<file path="src/rtl/htm_sol_pkg.sv">
// Shared types and constants for the HTM dendrite segment overlap/learn block.
package htm_sol_pkg;

  localparam int NUM_INPUTS = 1024;
  localparam int POS_W      = (NUM_INPUTS > 1) ? $clog2(NUM_INPUTS) : 1;
  localparam int PERM_W     = 8;
  localparam int ACC_W      = 11;
  localparam int CFG_IDX_W  = 2;

  localparam logic [PERM_W-1:0] PERM_MAX = '1;
  localparam logic [ACC_W-1:0]  ACC_MAX  = '1;

  // configuration register indexes
  localparam logic [CFG_IDX_W-1:0] CFG_THRESHOLD = 2'd0;
  localparam logic [CFG_IDX_W-1:0] CFG_INCREMENT = 2'd1;
  localparam logic [CFG_IDX_W-1:0] CFG_DECREMENT = 2'd2;

  // command field codes
  localparam logic [1:0] CMD_OVERLAP = 2'd0;
  localparam logic [1:0] CMD_FIT     = 2'd1;
  localparam logic [1:0] CMD_LOAD    = 2'd2;

  typedef enum logic [1:0] {
    OP_OVERLAP,
    OP_FIT,
    OP_LOAD,
    OP_NOP
  } op_t;

  typedef struct packed {
    op_t               op;
    logic              input_bit;
    logic [PERM_W-1:0] load_value;
    logic              last_bit;
    logic [POS_W-1:0]  addr;
  } item_t;

  typedef struct packed {
    logic [PERM_W-1:0] threshold;
    logic [PERM_W-1:0] increment;
    logic [PERM_W-1:0] decrement;
  } cfg_t;

  typedef struct packed {
    logic [PERM_W-1:0] permanence;
    logic              connected;
    logic [ACC_W-1:0]  overlap;
    logic              pass_done;
  } res_t;

endpackage

</file>
<file path="src/rtl/htm_sol_queue.sv">
// Two-entry queue between the front end and the read-modify-write back end.
module htm_sol_queue import htm_sol_pkg::*; (
  input  logic  clk,
  input  logic  rst_n,
  input  logic  push,
  input  item_t push_item,
  input  logic  pop,
  output logic  full,
  output logic  head_valid,
  output item_t head_item
);

  item_t       ent_r [2];
  logic        wr_ptr_r, wr_ptr_nxt;
  logic        rd_ptr_r, rd_ptr_nxt;
  logic [1:0]  cnt_r, cnt_nxt;

  assign full       = (cnt_r == 2'd2);
  assign head_valid = (cnt_r != 2'd0);
  assign head_item  = ent_r[rd_ptr_r];

  always_comb begin
    wr_ptr_nxt = push ? !wr_ptr_r : wr_ptr_r;
    rd_ptr_nxt = pop ? !rd_ptr_r : rd_ptr_r;
    cnt_nxt    = cnt_r;
    if (push && !pop) begin
      cnt_nxt = cnt_r + 2'd1;
    end else if (pop && !push) begin
      cnt_nxt = cnt_r - 2'd1;
    end
  end

  always_ff @(posedge clk) begin
    if (!rst_n) begin
      wr_ptr_r <= 1'b0;
      rd_ptr_r <= 1'b0;
      cnt_r    <= 2'd0;
    end else begin
      wr_ptr_r <= wr_ptr_nxt;
      rd_ptr_r <= rd_ptr_nxt;
      cnt_r    <= cnt_nxt;
    end
  end

  always_ff @(posedge clk) begin
    if (push) begin
      ent_r[wr_ptr_r] <= push_item;
    end
  end

endmodule

</file>
<file path="config.mk">
export PLATFORM = sky130hd
export DESIGN_NAME = htm_sol_queue
export DESIGN_NICKNAME = d
export VERILOG_FILES = /design/src/rtl/htm_sol_pkg.sv /design/src/rtl/htm_sol_queue.sv
export SDC_FILE = /design/constraint.sdc
export NUM_CORES = 1
export LEC_CHECK = 0
export BUFFER_PORTS_ARGS = -buffer_cell sky130_fd_sc_hd__buf_4
export CAP_MARGIN = 10
export CORE_MARGIN = 2
export CORE_UTILIZATION = 40
export CTS_BUF_LIST = sky130_fd_sc_hd__clkbuf_2 sky130_fd_sc_hd__clkbuf_4 sky130_fd_sc_hd__clkbuf_8
export DETAILED_ROUTE_END_ITERATION = 6
export PLACE_DENSITY = 0.68
export SYNTH_ARGS = -nofsm -noshare
export SYNTH_HDL_FRONTEND = slang
export SYNTH_SLANG_ARGS = --single-unit
</file>
<file path="constraint.sdc">
create_clock -name clk -period 2.96 [get_ports clk]
set_clock_uncertainty 0.05 [all_clocks]
set_input_delay 0.592 -clock clk [delete_from_list [all_inputs] [get_ports clk]]
set_output_delay 0.592 -clock clk [all_outputs]
set_load 0.01 [all_outputs]
</file>
; ---- Word-level counts from Yosys, hierarchy flattened
; Memories as Yosys holds them, arrays and structs flattened. A register that Yosys moved wholly into a read port is not among the register bits.
; Index checks and enable logic that the tools add are counted.
[word_totals]
ram_bits = 44
elab_cells = 21
mem_count = 1
in_bits = 26
out_inout_bits = 24
ff_bits = 4
[classes]
eq_ne = 1
n_reduce_logical = 8
muxes = 6
addsub = 2
[mem_list]
columns = memory, words, width, rd, rd_ports_with_merged_regs, wr, line
row1 = ent_r, 2, 22, 1, 1, 1, htm_sol_queue.sv:13  ; item_t ent_r [2];
[op_table]
columns = operator, n
row1 = 1-bit logical NOT, 4
row2 = 1-bit two-way mux, 4
row3 = 2-bit two-way mux, 2
row4 = 2-bit nonzero test, 2
row5 = 2-bit by 1-bit adder with 2-bit output (second input constant), 1
row6 = 2-bit equality test (second input constant), 1
row7 = 1-bit logical AND, 2
row8 = 2-bit by 1-bit subtractor with 2-bit output (second input constant), 1

; ---- Logic depth before layout (Yosys ltp)
; Gate-level depths: netlist of the first run.
[logic_depth]
ltp_word = 4
depth_mapped = 5
ltp_nobuf = 5

; ---- Worst setup path before layout of the first run
; No wires, ideal clock.
[synth_timing]
path_type = input-to-reg
from = input port push
to = memory ent_r[0][0] (netlist bit) (enable)
t_arrival_ps = 1643
t_required_ps = 2505
stages = 1
setup_slack_ps = 862
path_buffers = 0
setup_time_ps = 405
path_cell_list = nor2b_1
[synth_via]
elab_chain_len = 2
[synth_rtl]
columns = item, line
row1 = "start, declared", htm_sol_queue.sv:5  ; input logic push,
row2 = 1-bit two-way mux, htm_sol_queue.sv:46  ; if (push) begin
row3 = 1-bit two-way mux (not written as such), htm_sol_queue.sv:47  ; ent_r[wr_ptr_r] <= push_item;
row4 = "end, declared", htm_sol_queue.sv:13
; No other way between the ends.

==> results of run 1 <==
-- path summary, 6_finish.rpt --
| check | from | end | slack, ps | cells past startpoint |
|---|---|---|---|---|
| max | register | head_item[8] | 760 | 3 |
| min | push_item[5] | ent_r[0][5] | 440 | 1 |
| max reg2reg | wr_ptr_r | ent_r[0][7] | 1580 | 2 |
| min reg2reg | cnt_r[1] | cnt_r[1] | 470 | 2 |
-- cell usage in the layout, fill, tap and decap left out --
cell type   n
mux2_2     22
ha_1        1
o21a_1      1
a21boi_1    1
xor2_1      2
clkinv_1    1
o21ai_0     1
clkbuf_8    5
or3_1       1
or2_2       1
edfxtp_1   44
nor2b_2     1
and2b_2     1
and2_1      4
inv_1       1
clkbuf_4    1
dfxtp_1     5
nor2b_1     1
buf_4      52
xnor2_1     1
-- registers in the layout, summed over array words and instances, names as in the netlist, named ones only --
register and count:
rd_ptr_r 1, ent_r 44, cnt_r 2, wr_ptr_r 1
-- report_power, final --
part	leakage [nW]	internal [mW]	switching (mW)
clock network	0.0421	0.169	0.191
logic	0.395	0.112	0.0825
registers	0.455	0.795	0.0142
-- worst max-delay path, cell delays in order (launching register included) --
cell and delay [ps]:
dfxtp_1 440, buf_4 300, mux2_2 380, buf_4 140
-- logic make-up (layout without fill, tap and decap cells) --
family          count (synthesis)  after routing  synth area share [%]
compound gates                  3              3                  1.11
xor+xnor                        3              3                  1.46
fa+ha+maj                       1              1                 0.695
buf+inv                         3             60                 0.764
flops                          49             49                  78.9
mux                            22             22                  13.8
simple gates                    9              9                  3.27
-- final cells by class --
class	count	area share, %
Clock inverter	1	0.161
Clock buffer	6	3.28
Tap cell	52	2.79
Timing Repair Buffer	52	16.8
Inverter	1	0.161
Multi-Input combinational cell	38	15.8
Sequential cell	49	61.0
-- metal layers --
layer	vias up	share of wire, %	wire (um)	track usage (%)
li1	451	-	-	-
met1	462	40	1190	14.1
met2	33	52	1580	22.0
met3	5	7.2	217	5.56
met4	0	0.73	22	3.77
met5	-	0	0	0
-- per-stage QoR --
step	cells	area [sq um]	util, %	power, mW	hold WS [ps]
6_report	199	2330	53.5	1.36	435
4_1_cts	199	2330	53.5	1.38	426
2_1_floorplan	90	1800	-	0.919	411
3_5_place_dp	192	2250	51.6	1.02	464
3_3_place_gp	192	2250	51.6	1.02	420
5_1_grt	199	2330	53.5	1.42	418
==> results.cfg, run 1 <==
[timing]
hold_viol = 0
slew_viol_final = 0
fmax_ghz = 0.455
fin_tns_setup_ps = 0
relSlewSlack_pct = 73.3
worst_pin_slew_ps = 399
layout_setup_ws_ps = 760
fin_crit_ps = 2200
fin_crit_sh_pct = 74.3
finalSetupViolations = 0
rsz0062_at_grt = false

[die]
start_util_pct = 41.4
dieHeight_um = 71.1
die-area_sq_um = 5050
ios = 50
core-area_sq_um = 4350
rows = 24
die-width_um = 71.1

[synth]
synth_cell_type_count = 16
yosysSeqAreaShare_pct = 78.9
syn_nets = 117
ys_async_sr_fraction_pct = 0
ys_ff_latch = 49
yosysMostFrequentCell = edfxtp_1
ys.flop_type = edfxtp_1
yosys_warnings = 0
synth.top_cells.by_count = 44 x edfxtp_1, 22 x mux2_2, 5 x dfxtp_1, 4 x and2_1
syn_area_sq_um = 1800
yosys.area.top_type = edfxtp_1
synth_cells = 90
avgSynthCellArea_sq_um = 20.0
synth.area.top_cells = edfxtp_1 73%, mux2_2 14%, dfxtp_1 5.6%
yosysTopAreaCellShare_pct = 73.4
synth-edff-count = 44

[min_path]
hp-class = in -> reg

[clock_tree]
h-tree-depth = 2
cts_sinks = 49
clock_path_buffers = 2
cts_setup_buffers = 0
clk_pin_slew_worst_paths_ps = 80
cts-root-buf = clkbuf_8
cts_tree = done
cts_buffers = 5
ctsHoldBuffers = 0
cts_resized = 0
clkLatencyLatePin_ps = 280

[worst_setup_path]
cp_data_arrival_time_ps = 1560
crit_type = reg -> out
cp_data_required_time_ps = 2320
start_kind = register
critPathMaxFanout = 17
endpoint_kind = output port

[global_routing]
antenna_found_initial = 0
grt_pass1_vias = 1042
grt_pass1_wl_um = 4800
overflow = 0
grt_util_all_layers_pct = 12.7
grt_max_degree = 23

[routing]
drt_first_pass_iters = 4
antenna_left = 0
drt_iter0_markers = 54
post-route-drc-count = 0
wl_per_cell_um = 15.1
wirelength_um = 3000
via_per_inst = 4.78
vias = 951

[run]
drv_cap = 0

[status]
status = finished, final reports clean

[power]
p_per_area_nw_per_um2 = 586
vdd_drop_max_v = 0.000353
leakagePower_nw = 0.891

[finish]
drive_above_1_share_pct = 56.5
multiInputGateArea_sq_um = 368
area_delta_synth_final_pct = 29.3
diodes = 0
seq_area_sq_um = 1420
fillers = 361
nets = 174

[place]
dp_hpwl_um = 2110
gp_congestion = 0.650
place.port_buffers = 49
place_ws_ps = 1060
Power figures use the tool's default switching activity.
==> run 2, diff against run 1 <==
--- a/config.mk
+++ b/config.mk
@@ -5,6 +5,7 @@
 export SDC_FILE = /design/constraint.sdc
 export NUM_CORES = 1
 export LEC_CHECK = 0
+export ABC_AREA = 1
 export BUFFER_PORTS_ARGS = -buffer_cell sky130_fd_sc_hd__buf_4
 export CAP_MARGIN = 10
 export CORE_MARGIN = 2
==> constraint.sdc (replaced) <==
create_clock -name clk -period 2.1 [get_ports clk]
set_clock_uncertainty 0.05 [all_clocks]
set_input_delay 0.42 -clock clk [delete_from_list [all_inputs] [get_ports clk]]
set_output_delay 0.42 -clock clk [all_outputs]
set_load 0.01 [all_outputs]
==> run 2 against run 1 <==
  * Synthesized area grew 1.0%
  * Sequential power grew 41%
  * Highest routed layer unchanged
  * Critical endpoint is now head_item[21]
  * Register-to-register slack worse by 730 ps
  * Sequential cell count did not move
  * Cell count grew 8.0%
  * First-iteration DRC count down 9.3%
  * Die area grew 0.99%
==> results.cfg, run 2 <==
[die]
core-area_sq_um = 4350
start_util_pct = 41.8
dieHeight_um = 71.4
ios = 50
die-width_um = 71.4
rows = 24
die-area_sq_um = 5100

[global_routing]
overflow = 0
grt_pass1_wl_um = 4910
antenna_found_initial = 0
grt_max_degree = 17
grt_util_all_layers_pct = 13.1
grt_pass1_vias = 1093

[timing]
hold_viol = 0
fin_tns_setup_ps = 0
fin_crit_ps = 1830
rsz0062_at_grt = false
slew_viol_final = 0
finalSetupViolations = 0
relSlewSlack_pct = 78.9
fin_crit_sh_pct = 87.4
worst_pin_slew_ps = 316
fmax_ghz = 0.545

[synth]
avgSynthCellArea_sq_um = 17.7
ys_ff_latch = 49
yosys_warnings = 0
syn_nets = 130
synth_cells = 103
synth.top_cells.by_count = 44 x edfxtp_1, 22 x mux2_2, 9 x nand2_1, 8 x inv_1, 8 x nor2_1
yosysTopAreaCellShare_pct = 72.6
synth_cell_type_count = 12
yosysSeqAreaShare_pct = 78.1
yosys.area.top_type = edfxtp_1
ys.flop_type = edfxtp_1
synth-edff-count = 44
yosysMostFrequentCell = edfxtp_1
synth.area.top_cells = edfxtp_1 73%, mux2_2 14%, dfxtp_1 5.5%
syn_area_sq_um = 1820
ys_async_sr_fraction_pct = 0

[clock_tree]
clk_pin_slew_worst_paths_ps = 90
h-tree-depth = 2
cts_sinks = 49
cts_buffers = 5
cts_tree = done
cts_setup_buffers = 0
clock_path_buffers = 2
cts-root-buf = clkbuf_8
ctsHoldBuffers = 0
clkLatencyLatePin_ps = 290
cts_resized = 0

[power]
leakagePower_nw = 0.965
p_per_area_nw_per_um2 = 893
total_power_mw = 2.16
vdd_drop_max_v = 0.000623

[finish]
design_area_sq_um = 2420
top_regs = ent_r x44, cnt_r x2
area_delta_synth_final_pct = 32.8
nets = 189
layout_commonest_cell = buf_4
largest_reg_flops = 44
largest_register = ent_r
layout_common_cells = 53 x buf_4, 44 x edfxtp_1, 22 x mux2_2
diodes = 0
drive_above_1_share_pct = 52.1
postLayoutCoreUtil_pct = 55.5
fillers = 351

[place]
placed_area_sq_um = 2280
place.port_buffers = 49
dp_hpwl_um = 2210
gp_congestion = 0.776

[routing]
antenna_left = 0
via_per_inst = 4.68
post-route-drc-count = 0
drt_first_pass_iters = 4
wirelength_um = 3050
drt_iter0_markers = 49
wl_per_cell_um = 14.2
vias = 1006

[worst_setup_path]
critPathMaxFanout = 13
crit_type = reg -> out
cp_data_arrival_time_ps = 1360
cp_data_required_time_ps = 1630
start_kind = register
endpoint_kind = output port

[status]
status = finished, final reports clean

[min_path]
hp-class = in -> reg

[run]
drv_cap = 0
==> run 2: cell types whose count changed after synthesis, sizes merged, moves of 2 or more <==
cell   change
nand2      +9
nor2       +8
inv        +7
and2       -4
nor2b      -2
xor2       -2
==> run 2: report_power, final <==
group / total, mW / internal [mW] / switching (mW) / leakage, nW
sequential: 1.14 / 1.12 / 0.0143 / 0.455
combinational: 0.255 / 0.139 / 0.116 / 0.442
clock: 0.767 / 0.473 / 0.295 / 0.0681
==> run 2: cell families (layout without fill, tap and decap cells) <==
family	after synthesis	count (layout)	synth area share, %
AO/OA/AOI/OAI	2	2	0.550
adder cells (fa/ha/maj)	1	1	0.688
AND/OR/NAND/NOR	19	19	4.13
buffers and inverters	10	70	2.89
multiplexers	22	22	13.6
flip-flops	49	49	78.1
==> run 2: layer usage <==
layer	vias to the layer above	global-route usage (%)	wire length, um
li1	492	-	-
met5	-	0	0
met4	0	5.03	19
met2	33	22.6	1600
met1	479	14.2	1190
met3	2	5.77	233
==> run 2: through the flow <==
stage | hold slack, ps | cells | setup WS [ps]
after global placement | 432 | 207 | 605
after global routing | 229 | 215 | 209
after floorplan | 413 | 103 | 257
final | 250 | 215 | 266
after detailed placement | 461 | 207 | 576
after CTS | 240 | 215 | 236
==> run 2: worst paths after layout <==
check                     from             to  slack (ps)  cells past startpoint
setup / recovery      register  head_item[21]         270                      3
hold / removal    push_item[9]    ent_r[1][9]         250                      1
hold reg to reg       wr_ptr_r       wr_ptr_r         470                      2
setup reg to reg      wr_ptr_r   ent_r[1][17]         850                      3
==> run 2: layout make-up <==
cell class / count / area [sq um] / share of cell area, %
Sequential cell: 49 / 1420 / 58.8
Timing Repair Buffer: 54 / 418 / 17.3
Multi-Input combinational cell: 44 / 348 / 14.4
Clock buffer: 5 / 68.8 / 2.85
Clock inverter: 3 / 65.1 / 2.69
Tap cell: 52 / 65.1 / 2.69
Inverter: 8 / 30.0 / 1.24
==> run 2: worst max-delay path: stages, from the launching register on <==
cell and delay [ps]:
dfxtp_1 340, buf_4 220, mux2_2 360, buf_4 140
==> run 3, diff against run 2 <==
--- a/config.mk
+++ b/config.mk
@@ -6,13 +6,14 @@
 export NUM_CORES = 1
 export LEC_CHECK = 0
 export ABC_AREA = 1
-export BUFFER_PORTS_ARGS = -buffer_cell sky130_fd_sc_hd__buf_4
 export CAP_MARGIN = 10
 export CORE_MARGIN = 2
 export CORE_UTILIZATION = 40
 export CTS_BUF_LIST = sky130_fd_sc_hd__clkbuf_2 sky130_fd_sc_hd__clkbuf_4 sky130_fd_sc_hd__clkbuf_8
 export DETAILED_ROUTE_END_ITERATION = 6
-export PLACE_DENSITY = 0.68
+export DONT_BUFFER_PORTS = 1
+export GPL_ROUTABILITY_DRIVEN = 0
+export PLACE_DENSITY = 0.58
 export SYNTH_ARGS = -nofsm -noshare
 export SYNTH_HDL_FRONTEND = slang
 export SYNTH_SLANG_ARGS = --single-unit
==> run 3 against run 2 <==
  * Sequential power hardly changed
  * Via count is 18% lower
  * Die area stayed put
  * Utilization is 10 points lower
  * Sequential cell count stayed put
  * Power is 17% lower
  * Global-route usage is 1.0 points lower
  * Largest power group unchanged
==> results.cfg, run 3 (same netlist as run 2, synthesis figures left out) <==
[status]
status = finished, final reports clean

[global_routing]
grt_util_all_layers_pct = 12.1
grt_pass1_vias = 900
grt_max_degree = 23
antenna_found_initial = 0
overflow = 0
grt_pass1_wl_um = 4430

[timing]
fin_crit_sh_pct = 80.5
relSlewSlack_pct = 79.3
fin_crit_ps = 1690
worst_pin_slew_ps = 311
slew_viol_final = 0
hold_viol = 0
finalSetupViolations = 0
fmax_ghz = 0.591
fin_tns_setup_ps = 0
rsz0062_at_grt = false

[die]
dieHeight_um = 71.4
start_util_pct = 41.8
die-area_sq_um = 5100
rows = 24
core-area_sq_um = 4350
die-width_um = 71.4
ios = 50

[clock_tree]
cts_setup_buffers = 0
cts_tree = done
cts-root-buf = clkbuf_8
clock_path_buffers = 2
cts_resized = 0
cts_sinks = 49
cts_buffers = 5
h-tree-depth = 2
clk_pin_slew_worst_paths_ps = 80
ctsHoldBuffers = 0
clkLatencyLatePin_ps = 290

[worst_setup_path]
cp_data_required_time_ps = 1630
crit_type = reg -> out
cp_data_arrival_time_ps = 1220
critPathMaxFanout = 12
start_kind = register
endpoint_kind = output port
r2r-start = wr_ptr_r

[power]
seq_power_share_pct = 63.4
leakagePower_nw = 0.696
total_power_mw = 1.79
power_frac_comb_pct = 8.3
p_switching_mw = 0.389
p_per_area_nw_per_um2 = 907
vdd_drop_max_v = 0.000444
intPower_mw = 1.40
pwr-share-clk_pct = 28.3
switching_share_pct = 21.7

[finish]
multiInputGateArea_sq_um = 348
largest_register = ent_r
drive_above_1_share_pct = 29.2
top_regs = ent_r x44, cnt_r x2
postLayoutCoreUtil_pct = 45.4
layout_commonest_cell = edfxtp_1
nets = 139
fillers = 378
layout_common_cells = 44 x edfxtp_1, 22 x mux2_2, 9 x nand2_1
seq_area_sq_um = 1420
diodes = 0
area_delta_synth_final_pct = 8.60
design_area_sq_um = 1980
largest_reg_flops = 44

[routing]
drt_iter0_markers = 44
post-route-drc-count = 0
via_per_inst = 5.02
drt_first_pass_iters = 4
vias = 828
wl_per_cell_um = 16.9
antenna_left = 0
wirelength_um = 2790

[run]
drv_cap = 0

[place]
dp_hpwl_um = 1870
place.port_buffers = 0
placed_area_sq_um = 1890

[min_path]
hold_start = push_item[4]
hp-class = in -> reg
[run 3: cell types whose count changed in the layout (fill, tap and decap cells not counted), sizes merged]
cell    previous run  this run
buf               54         4
clkinv             1         3
bufinv             2         0
[run 3: metrics by stage]
step,cells,worst slack [ps],hold slack (ps)
after floorplan,103,257,413
after global placement,157,730,429
after detailed placement,157,706,434
after CTS,165,377,155
after global routing,165,334,144
final,165,409,166
[run 3: worst max-delay path, cell delays in order, from the launching register on]
cell,delay [ps]
dfxtp_1,330
buf_4,210
mux2_2,390
[run 3: worst paths after layout]
| path | cells after the start | slack [ps] | to |
|---|---|---|---|
| worst min register to register | 2 | 460 | register |
| worst min-delay path | 0 | 170 | ent_r[0][4] |
| worst max register to register | 3 | 930 | ent_r[1][3] |
| worst max-delay path | 2 | 410 | head_item[10] |
[run 3: cell type report]
class	instances	area share [%]
inverters	8	1.52
multi-input cells	44	17.6
well taps	52	3.29
clock buffers	5	3.48
repair buffers	4	1.52
clock inverters	3	0.633
flip-flops and latches	49	71.9
[run 3: power by group through the flow]
stage | clock [mW] | sequential, mW | combinational (mW)
global route | 0.564 | 1.14 | 0.166
finish | 0.508 | 1.14 | 0.149
CTS | 0.524 | 1.14 | 0.154
detailed placement | 0 | 1.16 | 0.153
floorplan | 0 | 1.16 | 0.123
global placement | 0 | 1.16 | 0.146
[run 3: per-layer routing]
metal	wire length [um]	GRT usage [%]	vias to the layer above
li1	-	-	389
met1	1060	12.8	407
met2	1510	20.8	27
met3	185	5.91	5
met4	42	4.40	0
met5	0	0	-
