`src/rtl/htm_sol_pkg.sv`:
```
// Shared types and constants for the HTM dendrite segment overlap/learn block.
package htm_sol_pkg;

  localparam int NUM_INPUTS = 1024;
  localparam int POS_W      = (NUM_INPUTS > 1) ? $clog2(NUM_INPUTS) : 1;
  localparam int PERM_W     = 8;
  localparam int ACC_W      = 11;
  localparam int CFG_IDX_W  = 2;

  localparam logic [PERM_W-1:0] PERM_MAX = '1;
  localparam logic [ACC_W-1:0]  ACC_MAX  = '1;

  // configuration register indexes
  localparam logic [CFG_IDX_W-1:0] CFG_THRESHOLD = 2'd0;
  localparam logic [CFG_IDX_W-1:0] CFG_INCREMENT = 2'd1;
  localparam logic [CFG_IDX_W-1:0] CFG_DECREMENT = 2'd2;

  // command field codes
  localparam logic [1:0] CMD_OVERLAP = 2'd0;
  localparam logic [1:0] CMD_FIT     = 2'd1;
  localparam logic [1:0] CMD_LOAD    = 2'd2;

  typedef enum logic [1:0] {
    OP_OVERLAP,
    OP_FIT,
    OP_LOAD,
    OP_NOP
  } op_t;

  typedef struct packed {
    op_t               op;
    logic              input_bit;
    logic [PERM_W-1:0] load_value;
    logic              last_bit;
    logic [POS_W-1:0]  addr;
  } item_t;

  typedef struct packed {
    logic [PERM_W-1:0] threshold;
    logic [PERM_W-1:0] increment;
    logic [PERM_W-1:0] decrement;
  } cfg_t;

  typedef struct packed {
    logic [PERM_W-1:0] permanence;
    logic              connected;
    logic [ACC_W-1:0]  overlap;
    logic              pass_done;
  } res_t;

endpackage

```
`src/rtl/htm_sol_front.sv`:
```
// Front end: accepts input transfers, decodes the command and tracks the position.
module htm_sol_front import htm_sol_pkg::*; (
  input  logic        clk,
  input  logic        rst_n,
  input  logic        in_valid,
  input  logic        q_full,
  input  logic [1:0]  cmd,
  input  logic        input_bit,
  input  logic [PERM_W-1:0] load_value,
  input  logic        last_bit,
  output logic        push,
  output item_t       push_item
);

  logic [POS_W-1:0] pos_r, pos_nxt;
  logic [POS_W:0]   pos_inc;
  op_t              op;

  always_comb begin
    case (cmd)
      CMD_OVERLAP: op = OP_OVERLAP;
      CMD_FIT:     op = OP_FIT;
      CMD_LOAD:    op = OP_LOAD;
      default:     op = OP_NOP;
    endcase
  end

  assign push    = in_valid && !q_full;
  assign pos_inc = {1'b0, pos_r} + {{POS_W{1'b0}}, 1'b1};

  always_comb begin
    pos_nxt = pos_r;
    if (push) begin
      if (last_bit || (pos_inc >= (POS_W+1)'(NUM_INPUTS))) begin
        pos_nxt = '0;
      end else begin
        pos_nxt = pos_inc[POS_W-1:0];
      end
    end
  end

  always_ff @(posedge clk) begin
    if (!rst_n) begin
      pos_r <= '0;
    end else begin
      pos_r <= pos_nxt;
    end
  end

  always_comb begin
    push_item.op         = op;
    push_item.input_bit  = input_bit;
    push_item.load_value = load_value;
    push_item.last_bit   = last_bit;
    push_item.addr       = pos_r;
  end

endmodule

```
`config.mk`:
```
export PLATFORM = sky130hd
export DESIGN_NAME = htm_sol_front
export DESIGN_NICKNAME = d
export VERILOG_FILES = /design/src/rtl/htm_sol_pkg.sv /design/src/rtl/htm_sol_front.sv
export SDC_FILE = /design/constraint.sdc
export NUM_CORES = 1
export LEC_CHECK = 0
export ABC_AREA = 1
export BUFFER_PORTS_ARGS = -buffer_cell sky130_fd_sc_hd__buf_2
export CAP_MARGIN = 30
export CORE_UTILIZATION = 44
export DETAILED_ROUTE_END_ITERATION = 7
export PLACE_DENSITY = 0.9
export SETUP_SLACK_MARGIN = 0.2
export SLEW_MARGIN = 20
export SYNTH_ARGS = -nofsm -noshare
export SYNTH_HDL_FRONTEND = slang
export SYNTH_SLANG_ARGS = --single-unit
```
`constraint.sdc`:
```
create_clock -name clk -period 3.63 [get_ports clk]
set_clock_uncertainty 0.2 [all_clocks]
set_input_delay 0.726 -clock clk [delete_from_list [all_inputs] [get_ports clk]]
set_output_delay 0.726 -clock clk [all_outputs]
set_load 0.02 [all_outputs]
```
* After elaboration in Yosys (flattened, before gate mapping)
Index checks and enable logic that the tools add are counted.
Widths: inputs -> output; s select.
** Word-level totals
- Output and inout bits :: 23
- Logic and storage cells :: 11
- Input bits :: 16
- Register bits after elaboration :: 10
** Cells by class
- Add/subtract/negate cells :: 1
- Reductions and logical operators :: 4
- Equality and inequality tests :: 2
- Multiplexer cells :: 2
- Magnitude comparators :: 1
** Operators with widths (number)
- $add 10x1->11 const B :: 1
- $ge 11x11->1 const B :: 1
- $mux 10 :: 1
- $pmux 2 s3 :: 1
- $eq 2x1->1 const B :: 1
- $eq 2x2->1 const B :: 1
- $logic_not 2->1 :: 1
- $logic_and 1x1->1 :: 1
- $logic_not 1->1 :: 1
- $logic_or 1x1->1 :: 1

* Depth between registers and ports, before layout
Gate-level depths: netlist of the first run.
- Depth in word-level cells :: 4
- Gate-level depth with buffers :: 8
- Gate-level depth less buffers :: 8

* Least setup slack after synthesis of the first run
No wires, ideal clock.
- Kind :: input-to-output
- From :: in q_full
- To :: out push
- Stages :: 3
- Required time :: 2.704 ns
- Buffers on the path :: 0
- Arrival :: 1.074 ns
- Path slack :: 1.630 ns
- Cell sequence :: inv_1 > nand2_4 > inv_1
** Between the ends
- Cells in the longest elaborated chain, start to end :: 2
** RTL lines
- from (decl) :: line htm_sol_front.sv:6 : input logic q_full,
- $logic_not 1->1 :: line htm_sol_front.sv:28 : assign push = in_valid && !q_full;
- $logic_and 1x1->1 :: line htm_sol_front.sv:28
- to (decl) :: line htm_sol_front.sv:11 : output logic push,
No other way between the ends.

* Worst setup path in the final report of the first run
Same ends and word-level chain as after synthesis.

==> results by group, run 1 <==
Placement
  – Port Buf Inserts: 16
  – Placer congestion estimate: 0.676
  – Dpl hpwl: 833 µm
  – Placed instance count: 103

Drt
  – Detailed-route wire length: 1110 µm
  – DR pass1 iterations: 2
  – Vias/cell: 4.64
  – DRC errors left: 0
  – Post-route ant nets: 0
  – Via count: 497
  – Routed WL per cell: 10.3 µm
  – 1st-iter DRT viols: 6

Timing
  – Worst-margin pin slew: 198 ps
  – RSZ-0062 raised after global routing: no
  – Final Hold Violating Endpoints: 0
  – Min Tclk post-route: 2190 ps
  – Final worst-path cycle share: 0.605
  – Final setup violation count: 0
  – Setup_tns: 0 ps
  – Fmax achieved: 456 MHz
  – Max-slew violation count: 0
  – Max transition margin: 0.868

Logic synthesis
  – Yosys warnings: 0
  – Mapped Nets: 101
  – Mapped Avg Cell Area: 7.49 µm²
  – Synth top area share: 0.318
  – Mapped cell area: 629 µm²
  – Count of state elements after synthesis: 10
  – Synth unique cells: 19
  – Top post-synthesis cells by area: dfxtp_1 32%, buf_4 12%, nand2_1 10%, nand3_1 6.4%, inv_1 6.0%
  – Register area share after synthesis: 0.318
  – Post-synthesis cell count: 84
  – Cell taking the most area after synthesis: dfxtp_1

Layout
  – # nets final: 110
  – Non-filler cells, final: 107
  – Biggest regs: pos_r x10
  – Register name with the most flops: pos_r
  – Diodes inserted: 0
  – Final Util: 0.518
  – Max reg flops: 10
  – Area grow syn2layout: 8.35%
  – Layout cell share with drive strength beyond 1: 0.315

Pwr
  – Maximum vdd drop: 0.171 mV
  – PwrDens: 341 nW/µm²
  – Static Leak: 0.347 nW

Setup path
  – CP Capture Type: output pin
  – Crit Path Class: primary input to output pin
  – Critical-path maximum fanout: 5
  – WP data arrival: 1270 ps
  – WP data required: 2700 ps
  – CP startpoint kind: primary input

Die
  – Initial Utilization: 0.478
  – Die W: 39.8 µm
  – Core region area: 1320 µm²
  – Die Area: 1590 µm²
  – Die height: 39.8 µm
  – IO Count: 39
  – # rows: 13

Global route
  – Number of global-route vias before repair: 404
  – Global-route wire length before repair: 1630 µm
  – Met1 Use GR: 0.191
  – Met2 usage in global routing: 0.230
  – Grt ovf: 0
  – Global Route Usage Sum: 0.163
  – Grt peak-use layer: met2
  – Antenna violations before repair: 0
  – Grt met3 use: 0.0341
  – Largest net degree at the start of global routing: 10

Clock tree
  – Cts hold-fix bufs: 0
  – Post-CTS Setup Inserts: 0
  – Clock latency on the worst-skew pair: 260 ps
  – Clk buf depth: 2
  – Depth of the CTS H-tree: 1
  – CTS Buf Count: 3
  – Clock slew at reported path FFs: 70 ps
  – CTS Sinks: 10
  – CTS tree: yes
  – Root cell of the clock tree: clkbuf_4
  – Cts repair resizes: 0

Outcome
  – Status: complete, no violations

Flow run
  – Max_cap viols: 0

Worst hold path
  – Hold WC Path Type: register to register
-- area by class of cell --
type | instances | area (µm²)
repair buffers | 16 | 80.1
multi-input cells | 51 | 305
clock buffers | 4 | 36.3
well taps | 15 | 18.8
inverters | 11 | 41.3
fillers | 133 | 636
flip-flops and latches | 10 | 200
-- where the power goes --
group / leakage [nW] / switching, mW / total [mW] / internal (mW)
sequential: 0.0807 / 0.00146 / 0.112 / 0.111
clock: 0.0210 / 0.0403 / 0.101 / 0.0609
combinational: 0.245 / 0.0122 / 0.0188 / 0.00662
total: 0.347 / 0.0540 / 0.232 / 0.178
-- worst paths after layout --
check,slack (ps),cells past startpoint,from,end
worst min register to register,290,2,pos_r[8],pos_r[8]
worst max-delay path,1440,5,q_full,push
worst min-delay path,290,2,pos_r[8],pos_r[8]
worst max register to register,2100,8,pos_r[0],pos_r[5]
-- stage by stage --
step | hold WS [ps] | worst slack [ps] | area (µm²) | total power [mW]
finish | 289 | 1440 | 682 | 0.232
global route | 320 | 1390 | 682 | 0.244
CTS | 292 | 1430 | 682 | 0.236
detailed placement | 283 | 1440 | 646 | 0.134
global placement | 265 | 1440 | 646 | 0.133
floorplan | 352 | 1630 | 629 | 0.145
-- placed cells by master (no fill, tap or decap) --
| cell | instances |
|---|---|
| nand2_1 | 17 |
| buf_2 | 16 |
| inv_1 | 10 |
| dfxtp_1 | 10 |
| nor2_1 | 9 |
| nand3_1 | 8 |
| xor2_1 | 4 |
| clkbuf_4 | 3 |
| nand2_4 | 2 |
| nor2_4 | 2 |
| a21oi_1 | 2 |
| nand2_2 | 1 |
| nor2_8 | 1 |
| nand3_4 | 1 |
| nor2_2 | 1 |
| inv_2 | 1 |
| nand4_1 | 1 |
| xnor2_1 | 1 |
| ha_1 | 1 |
| clkbuf_8 | 1 |
-- layer usage --
metal | part of all wire | up-vias | wire (µm)
li1 | - | 262 | -
met1 | 0.44 | 213 | 485
met2 | 0.49 | 16 | 541
met3 | 0.047 | 6 | 52
met4 | 0.023 | 0 | 25
met5 | 0 | - | 0
-- worst max-delay path, stage by stage --
cell and delay, ps:
buf_2 100, inv_1 90, nand2_4 90, inv_1 90, buf_2 160
-- Yosys cell counts --
cell and number:
xnor2_1 1, clkbuf_1 2, nor2_1 9, nand4_1 1
nand2_4 2, ha_1 1, xor2_1 4, nor2_2 1
nand2_1 17, buf_4 10, inv_2 1, a21oi_1 2
nor2_8 1, inv_1 10, nand3_4 1, nor2_4 2
dfxtp_1 10, nand2_2 1, nand3_1 8
-- logic make-up after synthesis --
| family | after synthesis | synth area share |
|---|---|---|
| xor+xnor | 5 | 0.0696 |
| flops | 10 | 0.318 |
| simple gates | 43 | 0.380 |
| compound gates | 2 | 0.0159 |
| buf+inv | 23 | 0.197 |
| fa+ha+maj | 1 | 0.0199 |
(Power assumes the default switching activity.)
==> run 2, diff against run 1 <==
--- a/config.mk
+++ b/config.mk
@@ -8,9 +8,9 @@
 export ABC_AREA = 1
 export BUFFER_PORTS_ARGS = -buffer_cell sky130_fd_sc_hd__buf_2
 export CAP_MARGIN = 30
-export CORE_UTILIZATION = 44
+export CORE_UTILIZATION = 41
 export DETAILED_ROUTE_END_ITERATION = 7
-export PLACE_DENSITY = 0.9
+export PLACE_DENSITY = 0.85
 export SETUP_SLACK_MARGIN = 0.2
 export SLEW_MARGIN = 20
 export SYNTH_ARGS = -nofsm -noshare
==> constraint.sdc (replaced) <==
create_clock -name clk -period 2.2 [get_ports clk]
set_clock_uncertainty 0.2 [all_clocks]
set_input_delay 0.44 -clock clk [delete_from_list [all_inputs] [get_ports clk]]
set_output_delay 0.44 -clock clk [all_outputs]
set_load 0.02 [all_outputs]
==> run 2 against run 1 <==
Largest power group unchanged. Critical path type unchanged. Critical path depth unchanged. Hold slack lost 4.5 ps. Core utilization fell by 1.8 points. Combinational power rose by 63%. Critical endpoint unchanged. Count of clock-buffer cells in the layout did not move. Sequential cell count did not move. Largest cell class unchanged. Global-route usage fell by 0.93 points.
==> results by group, run 2 (synthesized netlist as in run 1, its figures left out) <==
Clock tree
  – CTS tree: yes (unchanged)
  – Root cell of the clock tree: clkbuf_4 (unchanged)
  – CTS Buf Count: 3 (unchanged)
  – Clock slew at reported path FFs: 70 ps (about the same)
  – Post-CTS Setup Inserts: 0 (unchanged)
  – Clock latency on the worst-skew pair: 270 ps (was 260 ps)
  – Cts repair resizes: 0 (unchanged)
  – CTS Sinks: 10 (unchanged)
  – Cts hold-fix bufs: 0 (unchanged)
  – Clk buf depth: 2 (unchanged)
  – Depth of the CTS H-tree: 1 (unchanged)

Layout
  – Diodes inserted: 0 (unchanged)
  – Area grow syn2layout: 8.35% (unchanged)
  – Commonest non-fill, non-tap cell in the layout: nand2_1 (unchanged)
  – Max reg flops: 10 (unchanged)
  – Layout cell share with drive strength beyond 1: 0.315 (unchanged)
  – Register name with the most flops: pos_r (unchanged)
  – # nets final: 110 (unchanged)
  – Final Util: 0.499 (was 0.518)
  – Fillers: 146 (was 133)
  – Most frequent cells in the layout: 17 x nand2_1, 16 x buf_2, 10 x inv_1, 10 x dfxtp_1, 9 x nor2_1 (unchanged)
  – Biggest regs: pos_r x10 (unchanged)

Timing
  – Final worst-path cycle share: 0.735
  – RSZ-0062 raised after global routing: no (unchanged)
  – Max transition margin: 0.859 (was 0.868)
  – Max-slew violation count: 0 (unchanged)
  – Final worst slack: 583 ps (was 1440 ps)
  – Setup_tns: 0 ps (unchanged)
  – Final setup violation count: 0 (unchanged)
  – Min Tclk post-route: 1620 ps
  – Fmax achieved: 619 MHz
  – Final Hold Violating Endpoints: 0 (unchanged)
  – Worst-margin pin slew: 211 ps (was 198 ps)

Global route
  – Grt ovf: 0 (unchanged)
  – Largest net degree at the start of global routing: 10 (unchanged)
  – Number of global-route vias before repair: 404 (unchanged)
  – Global Route Usage Sum: 0.154 (was 0.163)
  – Antenna violations before repair: 0 (unchanged)
  – Global-route wire length before repair: 1570 µm (was 1630 µm)

Drt
  – 1st-iter DRT viols: 11 (was 6)
  – Detailed-route wire length: 1010 µm (was 1110 µm)
  – DRC errors left: 0 (unchanged)
  – Routed WL per cell: 9.47 µm (was 10.3 µm)
  – DR pass1 iterations: 4 (was 2)
  – Post-route ant nets: 0 (unchanged)
  – Vias/cell: 4.62 (was 4.64)
  – Via count: 494 (was 497)

Pwr
  – Static Leak: 0.347 nW (unchanged)
  – Maximum vdd drop: 0.308 mV (was 0.171 mV)
  – PwrDens: 563 nW/µm² (was 341 nW/µm²)

Die
  – Die Area: 1700 µm² (was 1590 µm²)
  – Initial Utilization: 0.461 (was 0.478)
  – Core region area: 1370 µm² (was 1320 µm²)
  – IO Count: 39 (unchanged)
  – Die height: 41.2 µm (was 39.8 µm)
  – # rows: 13 (unchanged)
  – Die W: 41.2 µm (was 39.8 µm)

Setup path
  – Worst reg-to-reg setup slack: 700 ps (was 2100 ps)
  – WP data required: 1560 ps (was 2700 ps)
  – Slowest cell on crit path: buf_2 (unchanged)
  – Worst setup path startpoint: q_full (unchanged)
  – Crit Path Class: primary input to output pin (unchanged)
  – CP startpoint kind: primary input (unchanged)
  – FF-to-FF Start: pos_r[0] (unchanged)
  – CP Capture Point: push (unchanged)
  – WP data arrival: 980 ps (was 1270 ps)
  – Critical-path maximum fanout: 5 (unchanged)
  – Critical path depth: 5 (unchanged)
  – CP Capture Type: output pin (unchanged)
  – Reg2Reg Capture Point: pos_r[9] (was pos_r[5])
  – Cell Chain, Critical Path: buf_2 > inv_1 > nand2_4 > inv_1 > buf_2 (unchanged)
  – Worst Reg-to-Reg Cells: 8 (unchanged)
  – Crit-path max cell delay: 170 ps (was 160 ps)
  – CP bufs+invs: 4 (unchanged)
  – Top delay family on crit path: buffers and inverters (unchanged)

Outcome
  – Status: complete, no violations (unchanged)

Worst hold path
  – Hold WC Path Type: register to register (unchanged)

Placement
  – Placer congestion estimate: 0.642 (was 0.676)
  – Dpl hpwl: 762 µm (was 833 µm)
  – Place WS: 581 ps (was 1440 ps)
  – Port Buf Inserts: 16 (unchanged)

Flow run
  – Max_cap viols: 0 (unchanged)
run 2: cell counts in the layout (fill, tap and decap cells not counted):
Identical to the previous run, type by type.
run 2: per-stage QoR:
stage	cells	hold WS [ps]	area, µm²	total power, mW
floorplan	84	352	629	0.238
global placement	103	268	646	0.220
detailed placement	103	280	646	0.220
CTS	107	291	682	0.390
global route	107	329	682	0.403
finish	107	284	682	0.384
run 2: worst min-delay path by stage:
| stage | from | to | slack, ps | cells past startpoint |
|---|---|---|---|---|
| 6_report | pos_r[8] | pos_r[8] | 280 | 2 |
| 5_1_grt | pos_r[1] | pos_r[1] | 330 | 2 |
| 4_1_cts | pos_r[8] | pos_r[8] | 290 | 2 |
| 3_5_place_dp | pos_r[8] | pos_r[8] | 280 | 2 |
| 3_3_place_gp | pos_r[8] | pos_r[8] | 270 | 2 |
| 2_1_floorplan | pos_r[8] | pos_r[8] | 350 | 2 |
run 2: final cells by class:
type | instances | area (µm²) | share of cell area
multi-input combinational | 51 | 305 | 0.448
clock buffer | 4 | 36.3 | 0.0532
inverter | 11 | 41.3 | 0.0606
sequential | 10 | 200 | 0.294
timing repair buffer | 16 | 80.1 | 0.117
tap | 15 | 18.8 | 0.0275
run 2: power by group:
group          internal, mW  switching, mW
combinational        0.0110         0.0197
sequential            0.183        0.00211
clock                 0.101         0.0674
run 2: worst min-delay path, delay by kind of cell (launching register included):
| kind | cells | cell delay (ps) |
|---|---|---|
| flops | 1 | 320 |
| buf+inv | 1 | 60 |
| compound gates | 1 | 60 |
run 2: routing by layer:
metal | vias up | GRT usage | share of wire
li1 | 260 | - | -
met1 | 212 | 0.145 | 0.44
met2 | 15 | 0.238 | 0.46
met3 | 7 | 0.0978 | 0.057
met4 | 0 | 0.113 | 0.038
met5 | - | 0 | 0
==> run 3, diff against run 2 <==
--- a/config.mk
+++ b/config.mk
@@ -8,9 +8,9 @@
 export ABC_AREA = 1
 export BUFFER_PORTS_ARGS = -buffer_cell sky130_fd_sc_hd__buf_2
 export CAP_MARGIN = 30
-export CORE_UTILIZATION = 41
+export CORE_UTILIZATION = 37
 export DETAILED_ROUTE_END_ITERATION = 7
-export PLACE_DENSITY = 0.85
+export PLACE_DENSITY = 0.81
 export SETUP_SLACK_MARGIN = 0.2
 export SLEW_MARGIN = 20
 export SYNTH_ARGS = -nofsm -noshare
==> constraint.sdc (replaced) <==
create_clock -name clk -period 1.41 [get_ports clk]
set_clock_uncertainty 0.2 [all_clocks]
set_input_delay 0.282 -clock clk [delete_from_list [all_inputs] [get_ports clk]]
set_output_delay 0.282 -clock clk [all_outputs]
set_load 0.02 [all_outputs]
==> run 3 against run 2 <==
Non-clock buffer count increased by 10. Sequential power up 54%. Final cell count rose by 10%. Combinational power grew to 2.6 times the previous value. Critical path type is now register to register. Largest cell class unchanged.
==> results by group, run 3 (synthesized netlist as in run 1, its figures left out) <==
Layout
  – Fillers: 135 (was 146)
  – Commonest non-fill, non-tap cell in the layout: nand2_1 (unchanged)
  – Area of the multi-input gates: 359 µm² (was 305 µm²)
  – Diodes inserted: 0 (unchanged)
  – Final Util: 0.589 (was 0.499)
  – Max reg flops: 10 (unchanged)
  – Most frequent cells in the layout: 15 x nand2_1, 11 x buf_6, 10 x buf_4, 9 x nor2_1, 8 x inv_1 (was 17 x nand2_1, 16 x buf_2, 10 x inv_1, 10 x dfxtp_1, 9 x nor2_1)
  – Layout cell share with drive strength beyond 1: 0.559 (was 0.315)
  – # nets final: 120 (was 110)
  – Register name with the most flops: pos_r (unchanged)
  – Non-filler cells, final: 118 (was 107)
  – Biggest regs: pos_r x10 (unchanged)
  – Storage cell area: 223 µm² (was 200 µm²)
  – Area grow syn2layout: 44.3% (was 8.35%)
  – Post-Layout Inst Area: 908 µm² (was 682 µm²)

Timing
  – Setup_tns: 0 ps (unchanged)
  – Worst-margin pin slew: 255 ps (was 211 ps)
  – Max-slew violation count: 0 (unchanged)
  – Final Hold Violating Endpoints: 0 (unchanged)
  – Min Tclk post-route: 1380 ps
  – Hold_ws: 163 ps (was 284 ps)
  – Final worst-path cycle share: 0.976
  – Final setup violation count: 0 (unchanged)
  – Max transition margin: 0.829 (was 0.859)
  – Fmax achieved: 727 MHz
  – RSZ-0062 raised after global routing: yes (was no)

Die
  – Die W: 43.2 µm (was 41.2 µm)
  – IO Count: 39 (unchanged)
  – # rows: 14 (was 13)
  – Core region area: 1540 µm² (was 1370 µm²)
  – Die height: 43.2 µm (was 41.2 µm)
  – Initial Utilization: 0.408 (was 0.461)
  – Die Area: 1870 µm² (was 1700 µm²)

Setup path
  – WP data arrival: 1350 ps (was 980 ps)
  – Slowest cell on crit path: dfxtp_4 (was buf_2)
  – Crit-path max cell delay: 370 ps (was 170 ps)
  – Worst Reg-to-Reg Cells: 6 (was 8)
  – CP Capture Type: register (was output pin)
  – Critical-path maximum fanout: 7 (was 5)
  – CP bufs+invs: 1 (was 4)
  – Top delay family on crit path: simple AND/OR/NAND/NOR gates (was buffers and inverters)
  – Critical path depth: 6 (was 5)
  – WP data required: 1390 ps (was 1560 ps)
  – Cell Chain, Critical Path: buf_6 > nand3_4 > nor2_4 > nand4_1 > nand2_2 > nor2_1 (was buf_2 > inv_1 > nand2_4 > inv_1 > buf_2)
  – CP startpoint kind: register (was primary input)
  – Crit Path Class: register to register (was primary input to output pin)

Clock tree
  – CTS tree: yes (unchanged)
  – Root cell of the clock tree: clkbuf_4 (unchanged)
  – CTS Sinks: 10 (unchanged)
  – Clk buf depth: 2 (unchanged)
  – Depth of the CTS H-tree: 1 (unchanged)
  – Clock slew at reported path FFs: 70 ps (about the same)
  – Clock latency on the worst-skew pair: 270 ps (about the same)
  – CTS Buf Count: 3 (unchanged)

Global route
  – Global-route wire length before repair: 1850 µm (was 1570 µm)
  – Global Route Usage Sum: 0.135 (was 0.154)
  – Number of global-route vias before repair: 474 (was 404)
  – Largest net degree at the start of global routing: 10 (unchanged)
  – Antenna violations before repair: 0 (unchanged)
  – Grt ovf: 0 (unchanged)

Flow run
  – Max_cap viols: 0 (unchanged)

Worst hold path
  – Hold WC Path Type: primary input to register (was register to register)
  – WHS Path Cells: 4 (was 2)

Drt
  – Post-route ant nets: 0 (unchanged)
  – Vias/cell: 4.70 (was 4.62)
  – Via count: 555 (was 494)
  – DRC errors left: 0 (unchanged)
  – 1st-iter DRT viols: 6 (was 11)
  – Routed WL per cell: 11.1 µm (was 9.47 µm)
  – Detailed-route wire length: 1310 µm (was 1010 µm)
  – DR pass1 iterations: 6 (was 4)

Placement
  – Placed instance count: 104 (was 103)
  – Dpl hpwl: 815 µm (was 762 µm)
  – Post-DP Area: 677 µm² (was 646 µm²)
  – Placer congestion estimate: 0.785 (was 0.642)
  – Port Buf Inserts: 16 (unchanged)

Pwr
  – PwrDens: 698 nW/µm² (was 563 nW/µm²)
  – Maximum vdd drop: 0.299 mV (was 0.308 mV)
  – Static Leak: 0.425 nW (was 0.347 nW)

Outcome
  – Status: complete, no violations (unchanged)
[run 3: changes by cell type in the layout (fill, tap and decap cells not counted), moves of 2 or more]
cell and change:
nand2_1 -2, nand3_2 +2, inv_4 +2, buf_4 +10, buf_2 -11, inv_1 -2, dfxtp_2 +6, dfxtp_4 +4
nand3_1 -3, buf_6 +11, dfxtp_1 -10
[run 3: through the flow]
step,setup slack [ps],power (mW)
after floorplan,78.4,0.372
after global placement,32.6,0.343
after detailed placement,-1.88,0.344
after CTS,42.4,0.622
after global routing,-9.64,0.664
final,34.3,0.634
[run 3: final cells by class]
class,count,area share
Timing Repair Buffer,26,0.247
Inverter,11,0.0510
Sequential cell,10,0.245
Clock buffer,4,0.0399
Multi-Input combinational cell,51,0.395
Tap cell,16,0.0220
[run 3: what timing repair did]
item | 4_1_cts | 5_1_grt
buffers inserted | 4 | 6
gates resized for setup | 21 | 15
pin swaps | 10 | 5
setup endpoints to repair | 21 | 21
hold buffers | 0 | 0
[run 3: worst min-delay path, cell delays in order]
cell and delay (ps):
buf_2 110, nand2_4 90, nand2_1 70, a21oi_1 50
[run 3: worst paths after layout]
check	start	to	slack, ps
worst min register to register	pos_r[8]	pos_r[8]	300
worst max register to register	pos_r[1]	pos_r[9]	30
worst max-delay path	pos_r[1]	pos_r[9]	30
worst min-delay path	in_valid	pos_r[1]	160
[run 3: where the power goes]
group          internal (mW)  total, mW  switching [mW]
Sequential             0.280      0.285         0.00476
Combinational         0.0393     0.0799          0.0406
Clock                  0.157      0.270           0.113
Total                  0.476      0.634           0.158
[run 3: routing by layer]
layer	track usage	share of wire	wire, µm	vias to the layer above
met5	0	0	0	-
met4	0.158	0.057	75	0
met3	0.0298	0.072	94	11
met2	0.191	0.46	599	22
met1	0.151	0.41	537	241
li1	-	-	-	281
